### src/rtl/cfs_pkg.sv
// Shared types and constants for the CSV field offset scanner.
`default_nettype none

package cfs_pkg;

    localparam logic [2:0] KIND_FIELD    = 3'd0;
    localparam logic [2:0] KIND_END      = 3'd1;
    localparam logic [2:0] KIND_TOO_MANY = 3'd2;
    localparam logic [2:0] KIND_TOO_FEW  = 3'd3;
    localparam logic [2:0] KIND_TOO_LONG = 3'd4;

    localparam logic [15:0] MAX_ROW_BYTES = 16'd65534;
    localparam logic [7:0]  CHAR_COMMA    = 8'h2C;
    localparam logic [7:0]  CHAR_QUOTE    = 8'h22;
    localparam logic [3:0]  CHUNK_BYTES   = 4'd8;

    // One classified input beat as it waits in the queue.
    typedef struct packed {
        logic [7:0] quote_mask;
        logic [7:0] comma_mask;
        logic [3:0] count;
        logic       row_end;
    } class_t;

    typedef struct packed {
        logic [2:0]  kind;
        logic [15:0] offset;
        logic [6:0]  field_index;
        logic        last_of_run;
    } result_t;

    // Queue head as seen by the back end.
    typedef struct packed {
        logic   valid;
        class_t entry;
    } head_t;

endpackage

`default_nettype wire

### src/rtl/cfs_ifs.sv
// Channel interfaces of the CSV field offset scanner.
`default_nettype none

interface cfs_in_if;
    logic        valid;
    logic        ready;
    logic [63:0] chunk_bytes;
    logic [3:0]  valid_bytes;
    logic        row_end;
    modport source (output valid, output chunk_bytes, output valid_bytes, output row_end,
                    input ready);
    modport sink (input valid, input chunk_bytes, input valid_bytes, input row_end,
                  output ready);
endinterface

interface cfs_out_if;
    logic        valid;
    logic        ready;
    logic [2:0]  kind;
    logic [15:0] offset;
    logic [6:0]  field_index;
    logic        last_of_run;
    modport source (output valid, output kind, output offset, output field_index,
                    output last_of_run, input ready);
    modport sink (input valid, input kind, input offset, input field_index,
                  input last_of_run, output ready);
endinterface

interface cfs_cfg_if;
    logic       valid;
    logic       ready;
    logic [6:0] data;
    modport source (output valid, output data, input ready);
    modport sink (input valid, input data, output ready);
endinterface

`default_nettype wire

### src/rtl/csv_field_offset_scanner.sv
// CSV field offset scanner top level: configuration register, front end and back end.
//
// Channels: "item" carries eight row bytes per beat with a valid byte count and an
// end-of-row mark. "result" carries one result per beat: a field start offset, the row
// end offset, or an error code, with last_of_run set on the final result of an item.
// "cfg" writes the expected field count; it is always ready. It is to be written only
// while idle; the user is bound to this, as the block does not enforce it. The front
// end classifies each beat and places it in a two-entry queue, so it keeps taking
// beats while the back end works. The back end takes a beat from the queue registers
// and handles one byte per cycle while the result channel is not stalled, stepping
// through its byte, end and flush phases for a beat before it takes the next. Each
// result waits in a pending slot until the next result of the same beat or the end of
// the beat moves it to the output register; the flush phase moves the last one. Reset
// clears the queue, the row state and the output valid flag, and sets the expected
// field count to one. When the receiver stalls, the back end stops and the queue
// fills, after which item ready drops; nothing is lost.
`default_nettype none

module csv_field_offset_scanner #(
    parameter int MAX_FIELDS = 64
) (
    input  wire logic   clk,
    input  wire logic   rst_n,
    cfs_in_if.sink      item,
    cfs_out_if.source   result,
    cfs_cfg_if.sink     cfg
);
    import cfs_pkg::*;

    logic [6:0] expected_reg;
    head_t      head;
    logic       pop;

    assign cfg.ready = 1'b1;

    always_ff @(posedge clk or negedge rst_n)
    begin
        if (!rst_n)
        begin
            expected_reg <= 7'd1;
        end
        else if (cfg.valid)
        begin
            expected_reg <= cfg.data;
        end
    end

    cfs_front u_front (
        .clk   (clk),
        .rst_n (rst_n),
        .item  (item),
        .pop   (pop),
        .head  (head)
    );

    cfs_back #(
        .MAX_FIELDS (MAX_FIELDS)
    ) u_back (
        .clk             (clk),
        .rst_n           (rst_n),
        .head            (head),
        .expected_fields (expected_reg),
        .pop             (pop),
        .result          (result)
    );

endmodule

`default_nettype wire

### src/rtl/cfs_front.sv
// Front end: classifies input bytes and holds them in a two-entry queue.
`default_nettype none

module cfs_front (
    input  wire logic            clk,
    input  wire logic            rst_n,
    cfs_in_if.sink               item,
    input  wire logic            pop,
    output cfs_pkg::head_t       head
);
    import cfs_pkg::*;

    class_t     queue_reg [2];
    logic       wr_ptr_reg;
    logic       wr_ptr_next;
    logic       rd_ptr_reg;
    logic       rd_ptr_next;
    logic [1:0] fill_reg;
    logic [1:0] fill_next;
    logic       push;
    class_t     classified;

    always_comb
    begin
        for (int i = 0; i < 8; i++)
        begin
            classified.quote_mask[i] = (item.chunk_bytes[8*i +: 8] == CHAR_QUOTE);
            classified.comma_mask[i] = (item.chunk_bytes[8*i +: 8] == CHAR_COMMA);
        end
        classified.count   = (item.valid_bytes > CHUNK_BYTES) ? CHUNK_BYTES : item.valid_bytes;
        classified.row_end = item.row_end;
    end

    assign item.ready  = (fill_reg != 2'd2);
    assign push        = item.valid && item.ready;
    assign head.valid  = (fill_reg != 2'd0);
    assign head.entry  = queue_reg[rd_ptr_reg];

    always_comb
    begin
        wr_ptr_next = wr_ptr_reg ^ push;
        rd_ptr_next = rd_ptr_reg ^ pop;
        fill_next   = fill_reg + {1'b0, push} - {1'b0, pop};
    end

    always_ff @(posedge clk or negedge rst_n)
    begin
        if (!rst_n)
        begin
            wr_ptr_reg <= 1'b0;
            rd_ptr_reg <= 1'b0;
            fill_reg   <= 2'd0;
        end
        else
        begin
            wr_ptr_reg <= wr_ptr_next;
            rd_ptr_reg <= rd_ptr_next;
            fill_reg   <= fill_next;
        end
    end

    always_ff @(posedge clk)
    begin
        if (push)
        begin
            queue_reg[wr_ptr_reg] <= classified;
        end
    end

endmodule

`default_nettype wire

### src/rtl/cfs_back.sv
// Back end: walks queued bytes one per cycle unless output stalls; yields the results.
`default_nettype none

module cfs_back #(
    parameter int MAX_FIELDS = 64
) (
    input  wire logic            clk,
    input  wire logic            rst_n,
    input  wire cfs_pkg::head_t  head,
    input  wire logic [6:0]      expected_fields,
    output logic                 pop,
    cfs_out_if.source            result
);
    import cfs_pkg::*;

    localparam logic [1:0] PH_BYTES = 2'd0;
    localparam logic [1:0] PH_END   = 2'd1;
    localparam logic [1:0] PH_FLUSH = 2'd2;

    localparam logic [8:0] MAX_FIELDS_W = 9'(MAX_FIELDS);

    logic [1:0]  phase_reg, phase_next;
    logic [3:0]  idx_reg, idx_next;
    logic        inq_reg, inq_next;
    logic [6:0]  fields_reg, fields_next;
    logic [15:0] pos_reg, pos_next;
    logic        failed_reg, failed_next;
    logic        pend_valid_reg, pend_valid_next;
    result_t     pend_reg, pend_next;
    logic        out_valid_reg, out_valid_next;
    result_t     out_reg, out_next;

    logic        adv;
    logic        r_valid;
    result_t     r;
    logic [6:0]  want;

    always_comb
    begin
        if (expected_fields == 7'd0)
        begin
            want = 7'd1;
        end
        else if ({2'b00, expected_fields} > MAX_FIELDS_W)
        begin
            want = MAX_FIELDS_W[6:0];
        end
        else
        begin
            want = expected_fields;
        end
    end

    always_comb
    begin
        phase_next      = phase_reg;
        idx_next        = idx_reg;
        inq_next        = inq_reg;
        fields_next     = fields_reg;
        pos_next        = pos_reg;
        failed_next     = failed_reg;
        pend_valid_next = pend_valid_reg;
        pend_next       = pend_reg;
        out_valid_next  = out_valid_reg;
        out_next        = out_reg;
        pop             = 1'b0;
        r_valid         = 1'b0;
        r               = '0;

        // The pending slot holds the newest result until we know whether it closes the beat.
        adv = !out_valid_reg || result.ready;
        if (out_valid_reg && result.ready)
        begin
            out_valid_next = 1'b0;
        end

        if (adv && head.valid)
        begin
            case (phase_reg)
                PH_BYTES:
                begin
                    if (failed_reg || (idx_reg >= head.entry.count))
                    begin
                        phase_next = PH_END;
                    end
                    else
                    begin
                        idx_next = idx_reg + 4'd1;
                        if (pos_reg >= MAX_ROW_BYTES)
                        begin
                            r_valid     = 1'b1;
                            r.kind      = KIND_TOO_LONG;
                            r.field_index = fields_reg;
                            failed_next = 1'b1;
                        end
                        else if (head.entry.quote_mask[idx_reg[2:0]])
                        begin
                            inq_next = !inq_reg;
                            pos_next = pos_reg + 16'd1;
                        end
                        else if (head.entry.comma_mask[idx_reg[2:0]] && !inq_reg)
                        begin
                            r_valid       = 1'b1;
                            r.field_index = fields_reg;
                            if (fields_reg >= want)
                            begin
                                r.kind      = KIND_TOO_MANY;
                                failed_next = 1'b1;
                            end
                            else
                            begin
                                r.kind      = KIND_FIELD;
                                r.offset    = pos_reg + 16'd1;
                                fields_next = fields_reg + 7'd1;
                                pos_next    = pos_reg + 16'd1;
                            end
                        end
                        else
                        begin
                            pos_next = pos_reg + 16'd1;
                        end
                    end
                end
                PH_END:
                begin
                    phase_next = PH_FLUSH;
                    if (head.entry.row_end)
                    begin
                        if (!failed_reg)
                        begin
                            r_valid       = 1'b1;
                            r.field_index = fields_reg;
                            if (fields_reg != want)
                            begin
                                r.kind = KIND_TOO_FEW;
                            end
                            else
                            begin
                                r.kind   = KIND_END;
                                r.offset = pos_reg + 16'd1;
                            end
                        end
                        inq_next    = 1'b0;
                        fields_next = 7'd1;
                        pos_next    = 16'd0;
                        failed_next = 1'b0;
                    end
                end
                PH_FLUSH:
                begin
                    if (pend_valid_reg)
                    begin
                        out_next             = pend_reg;
                        out_next.last_of_run = 1'b1;
                        out_valid_next       = 1'b1;
                        pend_valid_next      = 1'b0;
                    end
                    pop        = 1'b1;
                    idx_next   = 4'd0;
                    phase_next = PH_BYTES;
                end
                default:
                begin
                    phase_next = PH_BYTES;
                end
            endcase

            if (r_valid)
            begin
                if (pend_valid_reg)
                begin
                    out_next             = pend_reg;
                    out_next.last_of_run = 1'b0;
                    out_valid_next       = 1'b1;
                end
                pend_next       = r;
                pend_valid_next = 1'b1;
            end
        end
    end

    always_ff @(posedge clk or negedge rst_n)
    begin
        if (!rst_n)
        begin
            phase_reg      <= PH_BYTES;
            idx_reg        <= 4'd0;
            inq_reg        <= 1'b0;
            fields_reg     <= 7'd1;
            pos_reg        <= 16'd0;
            failed_reg     <= 1'b0;
            pend_valid_reg <= 1'b0;
            out_valid_reg  <= 1'b0;
        end
        else
        begin
            phase_reg      <= phase_next;
            idx_reg        <= idx_next;
            inq_reg        <= inq_next;
            fields_reg     <= fields_next;
            pos_reg        <= pos_next;
            failed_reg     <= failed_next;
            pend_valid_reg <= pend_valid_next;
            out_valid_reg  <= out_valid_next;
        end
    end

    always_ff @(posedge clk)
    begin
        pend_reg <= pend_next;
        out_reg  <= out_next;
    end

    assign result.valid       = out_valid_reg;
    assign result.kind        = out_reg.kind;
    assign result.offset      = out_reg.offset;
    assign result.field_index = out_reg.field_index;
    assign result.last_of_run = out_reg.last_of_run;

endmodule

`default_nettype wire
### src/flat_wrapper.sv
// flat-port wrapper written by rule: the top's interface ports become plain ports
module csv_field_offset_scanner_flat import cfs_pkg::*;
#(
    parameter int MAX_FIELDS = 64
)
  (clk, rst_n, item_valid, item_chunk_bytes, item_valid_bytes, item_row_end, item_ready, result_valid, result_kind, result_offset, result_field_index, result_last_of_run, result_ready, cfg_valid, cfg_data, cfg_ready);
  cfs_in_if item_i ();
  cfs_out_if result_i ();
  cfs_cfg_if cfg_i ();
  input  wire logic clk;
  input  wire logic rst_n;
  input wire logic [$bits(item_i.valid)-1:0] item_valid;
  input wire logic [$bits(item_i.chunk_bytes)-1:0] item_chunk_bytes;
  input wire logic [$bits(item_i.valid_bytes)-1:0] item_valid_bytes;
  input wire logic [$bits(item_i.row_end)-1:0] item_row_end;
  output wire logic [$bits(item_i.ready)-1:0] item_ready;
  output wire logic [$bits(result_i.valid)-1:0] result_valid;
  output wire logic [$bits(result_i.kind)-1:0] result_kind;
  output wire logic [$bits(result_i.offset)-1:0] result_offset;
  output wire logic [$bits(result_i.field_index)-1:0] result_field_index;
  output wire logic [$bits(result_i.last_of_run)-1:0] result_last_of_run;
  input wire logic [$bits(result_i.ready)-1:0] result_ready;
  input wire logic [$bits(cfg_i.valid)-1:0] cfg_valid;
  input wire logic [$bits(cfg_i.data)-1:0] cfg_data;
  output wire logic [$bits(cfg_i.ready)-1:0] cfg_ready;
  assign item_i.valid = item_valid;
  assign item_i.chunk_bytes = item_chunk_bytes;
  assign item_i.valid_bytes = item_valid_bytes;
  assign item_i.row_end = item_row_end;
  assign item_ready = item_i.ready;
  assign result_valid = result_i.valid;
  assign result_kind = result_i.kind;
  assign result_offset = result_i.offset;
  assign result_field_index = result_i.field_index;
  assign result_last_of_run = result_i.last_of_run;
  assign result_i.ready = result_ready;
  assign cfg_i.valid = cfg_valid;
  assign cfg_i.data = cfg_data;
  assign cfg_ready = cfg_i.ready;
  csv_field_offset_scanner #(.MAX_FIELDS(MAX_FIELDS)) u_core (.clk(clk), .rst_n(rst_n), .item(item_i), .result(result_i), .cfg(cfg_i));
endmodule
### config.mk
export PLATFORM = sky130hd
export DESIGN_NAME = csv_field_offset_scanner_flat
export DESIGN_NICKNAME = d
export VERILOG_FILES = /design/src/rtl/cfs_pkg.sv /design/src/rtl/cfs_ifs.sv /design/src/rtl/csv_field_offset_scanner.sv /design/src/rtl/cfs_front.sv /design/src/rtl/cfs_back.sv /design/src/flat_wrapper.sv
export SDC_FILE = /design/constraint.sdc
export NUM_CORES = 1
export LEC_CHECK = 0
export BUFFER_PORTS_ARGS = -buffer_cell sky130_fd_sc_hd__buf_2
export CELL_PAD_IN_SITES_DETAIL_PLACEMENT = 0
export CELL_PAD_IN_SITES_GLOBAL_PLACEMENT = 2
export CORE_ASPECT_RATIO = 2
export CORE_MARGIN = 2
export CORE_UTILIZATION = 30
export DETAILED_ROUTE_END_ITERATION = 6
export PLACE_DENSITY = 0.65
export SKIP_LAST_GASP = 1
export SYNTH_ARGS = -nofsm -noshare
export SYNTH_HDL_FRONTEND = slang
export SYNTH_SLANG_ARGS = --single-unit
### constraint.sdc
create_clock -name clk -period 5.6 [get_ports clk]
set_input_delay 0 -clock clk [delete_from_list [all_inputs] [get_ports clk]]
set_output_delay 0 -clock clk [all_outputs]
set_load 0.01 [all_outputs]
**Word-level counts from Yosys, hierarchy flattened**

Memory sizes are Yosys's and may differ from the RTL's.
Index checks and enable logic that the tools add are counted.

- Input port bits: 81
- Logic and storage cells: 160
- Memories: 1
- RAM bits: 42
- Output and inout port bits: 30
- Register bits after elaboration: 97

- Reductions and logical operators: 22
- Bitwise gates (word level): 2
- Order comparisons: 6
- $add $sub $neg: 5
- Multiplexer cells: 73
- Equal/unequal tests: 32

Memory list:

| memory | depth | bits a word | read ports | clocked after memory_dff | wr ports | RTL line | RTL |
|---|---|---|---|---|---|---|---|
| u_core.u_front.queue_reg | 2 | 21 | 1 | 0 | 1 | cfs_front.sv:13 | `class_t queue_reg [2];` |

Operators with widths:

| cell | number |
|---|---|
| 2-to-1 mux 16 bit | 9 |
| == test 8 x 6 -> 1 bit, second input constant | 16 |
| 2-to-1 mux 27 bit | 4 |
| 2-to-1 mux 25 bit | 4 |
| 2-to-1 mux 7 bit | 9 |
| one-hot mux 26 bit (2 select lines) | 1 |
| one-hot mux 16 bit (2 select lines) | 1 |
| 2-to-1 mux 1 bit | 30 |
| 2-to-1 mux 26 bit | 1 |
| adder 16 x 1 -> 16 bit, second input constant | 1 |
| greater-or-equal comparator 16 bit, second input constant | 1 |
| != test 2 bit, second input constant | 8 |
| one-hot mux 7 bit (2 select lines) | 1 |
| AND reduction 6 bit | 2 |
| != test 3 bit, second input constant | 3 |
| 2-to-1 mux 4 bit | 2 |
| one-hot mux 4 bit (2 select lines) | 1 |
| AND reduction 8 bit | 1 |
| nonzero test 2 bit | 4 |
| adder 7 x 1 -> 7 bit, second input constant | 1 |
| greater-or-equal comparator 7 bit | 1 |
| > comparator 7 bit, second input constant | 1 |
| zero test 7 bit | 1 |
| != test 7 bit | 1 |
| 23 further kinds | 36 |

**Logic depth before layout (Yosys ltp)**

An unclocked memory read counts as a cell.

- Word-level depth: 12
- Gate-level depth with buffers: 13
- Gate-level depth less buffers: 11

**Cells and area by module**

Synthesis repeated with hierarchy kept, for this count alone.

- Cells, all modules: 570
- Area total of the unflattened synthesis: 6892.9 sq um

By module, submodules not included:

| module | times used | area each (sq um) | sequential area each (sq um) | cells each |
|---|---|---|---|---|
| cfs_back | 1 | 4523.1 | 2418.6 | 425 |
| cfs_front | 1 | 2065.7 | 1361.3 | 128 |
| csv_field_offset_scanner | 1 | 304.0 | 176.4 | 17 |

**Worst setup path before layout**

No wires, ideal clock.

- Kind: reg2reg
- Start point: reg u_core.u_front.rd_ptr_reg
- End point: reg with a tool-made name
- Stages on the path, launching flop included: 13
- Path slack: 1447 ps
- Library setup time: 411 ps
- Arrival: 3742 ps
- Buffers on the path: 3
- Clock period less this slack: 4153 ps
- Data required time: 5189 ps
- Path through: dfrtp_1 > buf_6 > buf_4 > mux2_2 > ha_1 > nor2b_1 > o21ai_0 > a2111oi_0 > inv_1 > a21o_1 > and3_4 > buf_6 > nor2_1

RTL lines:

| element | RTL line | RTL |
|---|---|---|
| start: declaration | cfs_front.sv:16 | `logic rd_ptr_reg;` |
| start signal: assignment | cfs_front.sv:57 | `rd_ptr_reg <= rd_ptr_next;` |

==> insert_results.sql <==
INSERT INTO impl_metrics (metric_group, metric, value, unit) VALUES
('place', 'place_hpwl', '10700', 'um'),
('floorplanning', 'core_area', '23000', 'sq um'),
('timing', 'tns', '0', 'ps'),
('cells_and_area', 'share_of_post_route_cells_with_drive_strength_above_1', '0.266', ''),
('cells_and_area', 'layout.cells.most_common', 'sky130_fd_sc_hd__buf_2', ''),
('yosys', 'ys_warn_count', '0', ''),
('yosys', 'mappedNetlistArea', '6980', 'sq um'),
('status', 'status', 'completed', ''),
('yosys', 'postSynth.topFlopCell', 'sky130_fd_sc_hd__edfxtp_1', ''),
('critical_path', 'r2r_setup_slack', '1960', 'ps'),
('place', 'finalWeightedCongestion', '0.746', ''),
('yosys', 'synthesis.area_per_instance', '12.4', 'sq um'),
('power_and_ir_drop', 'power', '4.61', 'mW'),
('yosys', 'synth_nets', '661', ''),
('global_route', 'number_of_antenna_violations_at_the_first_check_in_global_routing', '0', ''),
('yosys', 'synth_compound_area_frac', '0.0844', ''),
('timing', 'grt_setup_unrepaired', 'no', ''),
('min_path', 'min-delay-path-class', 'input port to async pin', ''),
('flow_run', 'drv.max_cap_violation_count', '0', ''),
('global_route', 'globalRouteTotalUtil', '0.136', ''),
('cells_and_area', 'antennaDiodeCount', '0', ''),
('yosys', 'synth-xor-area-share', '0.0276', ''),
('drt', 'wl', '15600', 'um'),
('critical_path', 'critical_path_class', 'flop to flop', ''),
('floorplanning', 'rows', '79', ''),
('place', 'io_buffer_count', '109', ''),
('cells_and_area', 'most_frequent_cells_in_the_layout', 'sky130_fd_sc_hd__buf_2 (109), sky130_fd_sc_hd__edfxtp_1 (95), sky130_fd_sc_hd__dlygate4sd3_1 (63)', ''),
('power_and_ir_drop', 'power_leakage', '3.63', 'nW'),
('yosys', 'post_synthesis_cells', '561', ''),
('global_route', 'first_global_vias', '5091', ''),
('timing', 'fmax', '275', 'MHz'),
('critical_path', 'start_kind', 'flop', ''),
('global_route', 'grt_max_degree', '45', ''),
('drt', 'routed-via-count', '4867', ''),
('timing', 'worst_pin_slew', '1010', 'ps'),
('yosys', 'ys_seq_elements', '139', ''),
('yosys', 'synthAdderAreaFrac', '0.0341', ''),
('yosys', 'combinational_family_with_the_most_area_after_synthesis', 'simple AND/OR/NAND/NOR gates', ''),
('cts', 'tritoncts', 'built', ''),
('critical_path', 'timing.critical_path.arrival', '3710', 'ps'),
('critical_path', 'worstPathRequired', '5670', 'ps'),
('drt', 'initialDrtViolationCount', '262', ''),
('yosys', 'synth.area.mux_share', '0.0823', ''),
('power_and_ir_drop', 'cellPowerDensity', '512', 'nW/um^2'),
('critical_path', 'timing.critical_path.to_type', 'flop', ''),
('floorplanning', 'chipHeight', '220', 'um'),
('drt', 'detail-route-antenna-nets', '0', ''),
('cts', 'postCtsResizedCells', '0', ''),
('timing', 'finalSetupViolCount', '0', ''),
('cts', 'clkLatencyLatePin', '420', 'ps'),
('power_and_ir_drop', 'vdd_ir_drop_max', '0.349', 'mV'),
('critical_path', 'r2r-start', 'u_core.u_front.rd_ptr_reg', ''),
('timing', 'final.min_clock_period', '3640', 'ps'),
('floorplanning', 'number_of_top_level_pins', '111', ''),
('yosys', 'synth_edf_count', '95', ''),
('timing', 'hold_viol_final', '0', ''),
('timing', 'maxSlewViolCount', '0', ''),
('yosys', 'synth_top_area_cell', 'sky130_fd_sc_hd__edfxtp_1', ''),
('cells_and_area', 'design.final.nets', '832', ''),
('yosys', 'synth-seq-area-share', '0.567', ''),
('drt', 'routed_via_density', '4.73', ''),
('cts', 'cts-buffers-inserted', '17', ''),
('floorplanning', 'floorplan.initialDensity', '0.303', ''),
('floorplanning', 'die_area', '24600', 'sq um'),
('timing', 'post-route-period-util', '0.650', ''),
('yosys', 'synthDominantCellAreaShare', '0.409', ''),
('drt', 'drc', '0', ''),
('cts', 'h-tree-depth', '4', ''),
('global_route', 'first_pass_grt_wire_length', '26200', 'um'),
('yosys', 'synth_cell_type_count', '61', ''),
('cts', 'cts.path.max_buffers', '2', '');
-- layout make-up --
class | instances | area [sq um]
fill | 2253 | 14000
multi-input combinational | 378 | 2790
clock inverter | 14 | 194
clock buffer | 18 | 429
sequential | 139 | 3960
timing repair buffer | 178 | 1220
tap | 283 | 354
inverter | 18 | 67.6
-- per-layer routing --
metal / routed length [um] / GRT usage / up-vias
met3: 479 / 0.0267 / 13
li1: - / - / 2413
met5: 0 / 0 / -
met1: 7090 / 0.165 / 2347
met4: 179 / 0.0469 / 0
met2: 7820 / 0.240 / 94
-- worst max path at each step --
stage          slack, ps                       from   end  cells after the start
4_1_cts             1900  u_core.u_front.rd_ptr_reg  flop                     10
5_1_grt             1550  u_core.u_front.rd_ptr_reg  flop                     10
6_report            1960  u_core.u_front.rd_ptr_reg  flop                     10
2_1_floorplan       1450  u_core.u_front.rd_ptr_reg  flop                     12
3_5_place_dp        1930  u_core.u_front.rd_ptr_reg  flop                     10
3_3_place_gp        1970  u_core.u_front.rd_ptr_reg  flop                     10
-- power by group --
part	internal, mW	switching, mW
logic	0.638	1.08
registers	1.51	0.203
clock network	0.748	0.439
total	2.89	1.72
-- Yosys cell counts, types with 3 or more instances --
library cell               count
sky130_fd_sc_hd__nor2_1       48
sky130_fd_sc_hd__nor3_1       10
sky130_fd_sc_hd__a31oi_1      23
sky130_fd_sc_hd__buf_6         3
sky130_fd_sc_hd__nand3b_1      3
sky130_fd_sc_hd__and2_1        5
sky130_fd_sc_hd__inv_1        18
sky130_fd_sc_hd__xnor2_1      14
sky130_fd_sc_hd__edfxtp_1     95
sky130_fd_sc_hd__or4_1         8
sky130_fd_sc_hd__nor4b_1       8
sky130_fd_sc_hd__a211oi_1      4
sky130_fd_sc_hd__nor2b_1      12
sky130_fd_sc_hd__mux4_2        6
sky130_fd_sc_hd__clkbuf_1     14
sky130_fd_sc_hd__nand2b_1     12
sky130_fd_sc_hd__buf_2         4
sky130_fd_sc_hd__nand4_1       4
sky130_fd_sc_hd__nand3_1      18
sky130_fd_sc_hd__mux2_2        7
sky130_fd_sc_hd__o21a_1        6
sky130_fd_sc_hd__nor2_4       20
sky130_fd_sc_hd__ha_1         19
sky130_fd_sc_hd__dfrtp_1      42
sky130_fd_sc_hd__or2_2         3
sky130_fd_sc_hd__xor2_1        8
sky130_fd_sc_hd__o21ai_0      12
sky130_fd_sc_hd__mux2i_1      36
sky130_fd_sc_hd__buf_4         3
sky130_fd_sc_hd__a21oi_1      15
sky130_fd_sc_hd__o21ai_1       3
sky130_fd_sc_hd__and3_1        4
sky130_fd_sc_hd__nand2_1      38
-- repair_timing --
action / in CTS / in global routing
setup endpoints to repair: 0 / 0
hold endpoints to repair: 93 / 0
hold buffers: 63 / 0
-- per-stage QoR --
| stage | hold slack [ps] | setup WS, ps | instances | cell area (sq um) |
|---|---|---|---|---|
| global route | 286 | 1550 | 1028 | 9010 |
| finish | 219 | 1960 | 1028 | 9010 |
| global placement | 157 | 1970 | 933 | 7760 |
| CTS | 237 | 1900 | 1028 | 9010 |
| detailed placement | 154 | 1930 | 933 | 7760 |
| floorplan | -296 | 1450 | 561 | 6980 |
-- logic make-up (layout without fill, tap and decap cells) --
| family | after synthesis | count (layout) |
|---|---|---|
| other | 1 | 1 |
| multiplexers | 49 | 49 |
| flip-flops | 139 | 139 |
| XOR/XNOR | 22 | 22 |
| AO/OA/AOI/OAI | 83 | 83 |
| adder cells (fa/ha/maj) | 19 | 19 |
| AND/OR/NAND/NOR | 204 | 204 |
| buffers and inverters | 44 | 228 |
-- critical path, cell delays in order, from the launching register on --
cell and delay [ps]:
sky130_fd_sc_hd__dfrtp_1 460, sky130_fd_sc_hd__mux2_2 370, sky130_fd_sc_hd__ha_1 290, sky130_fd_sc_hd__nor2b_1 100
sky130_fd_sc_hd__o21ai_0 170, sky130_fd_sc_hd__a2111oi_0 600, sky130_fd_sc_hd__inv_1 140, sky130_fd_sc_hd__a21o_1 210
sky130_fd_sc_hd__and3_4 390, sky130_fd_sc_hd__nor2_2 170, sky130_fd_sc_hd__buf_4 360
No activity file was read; power rests on OpenSTA's default activity.
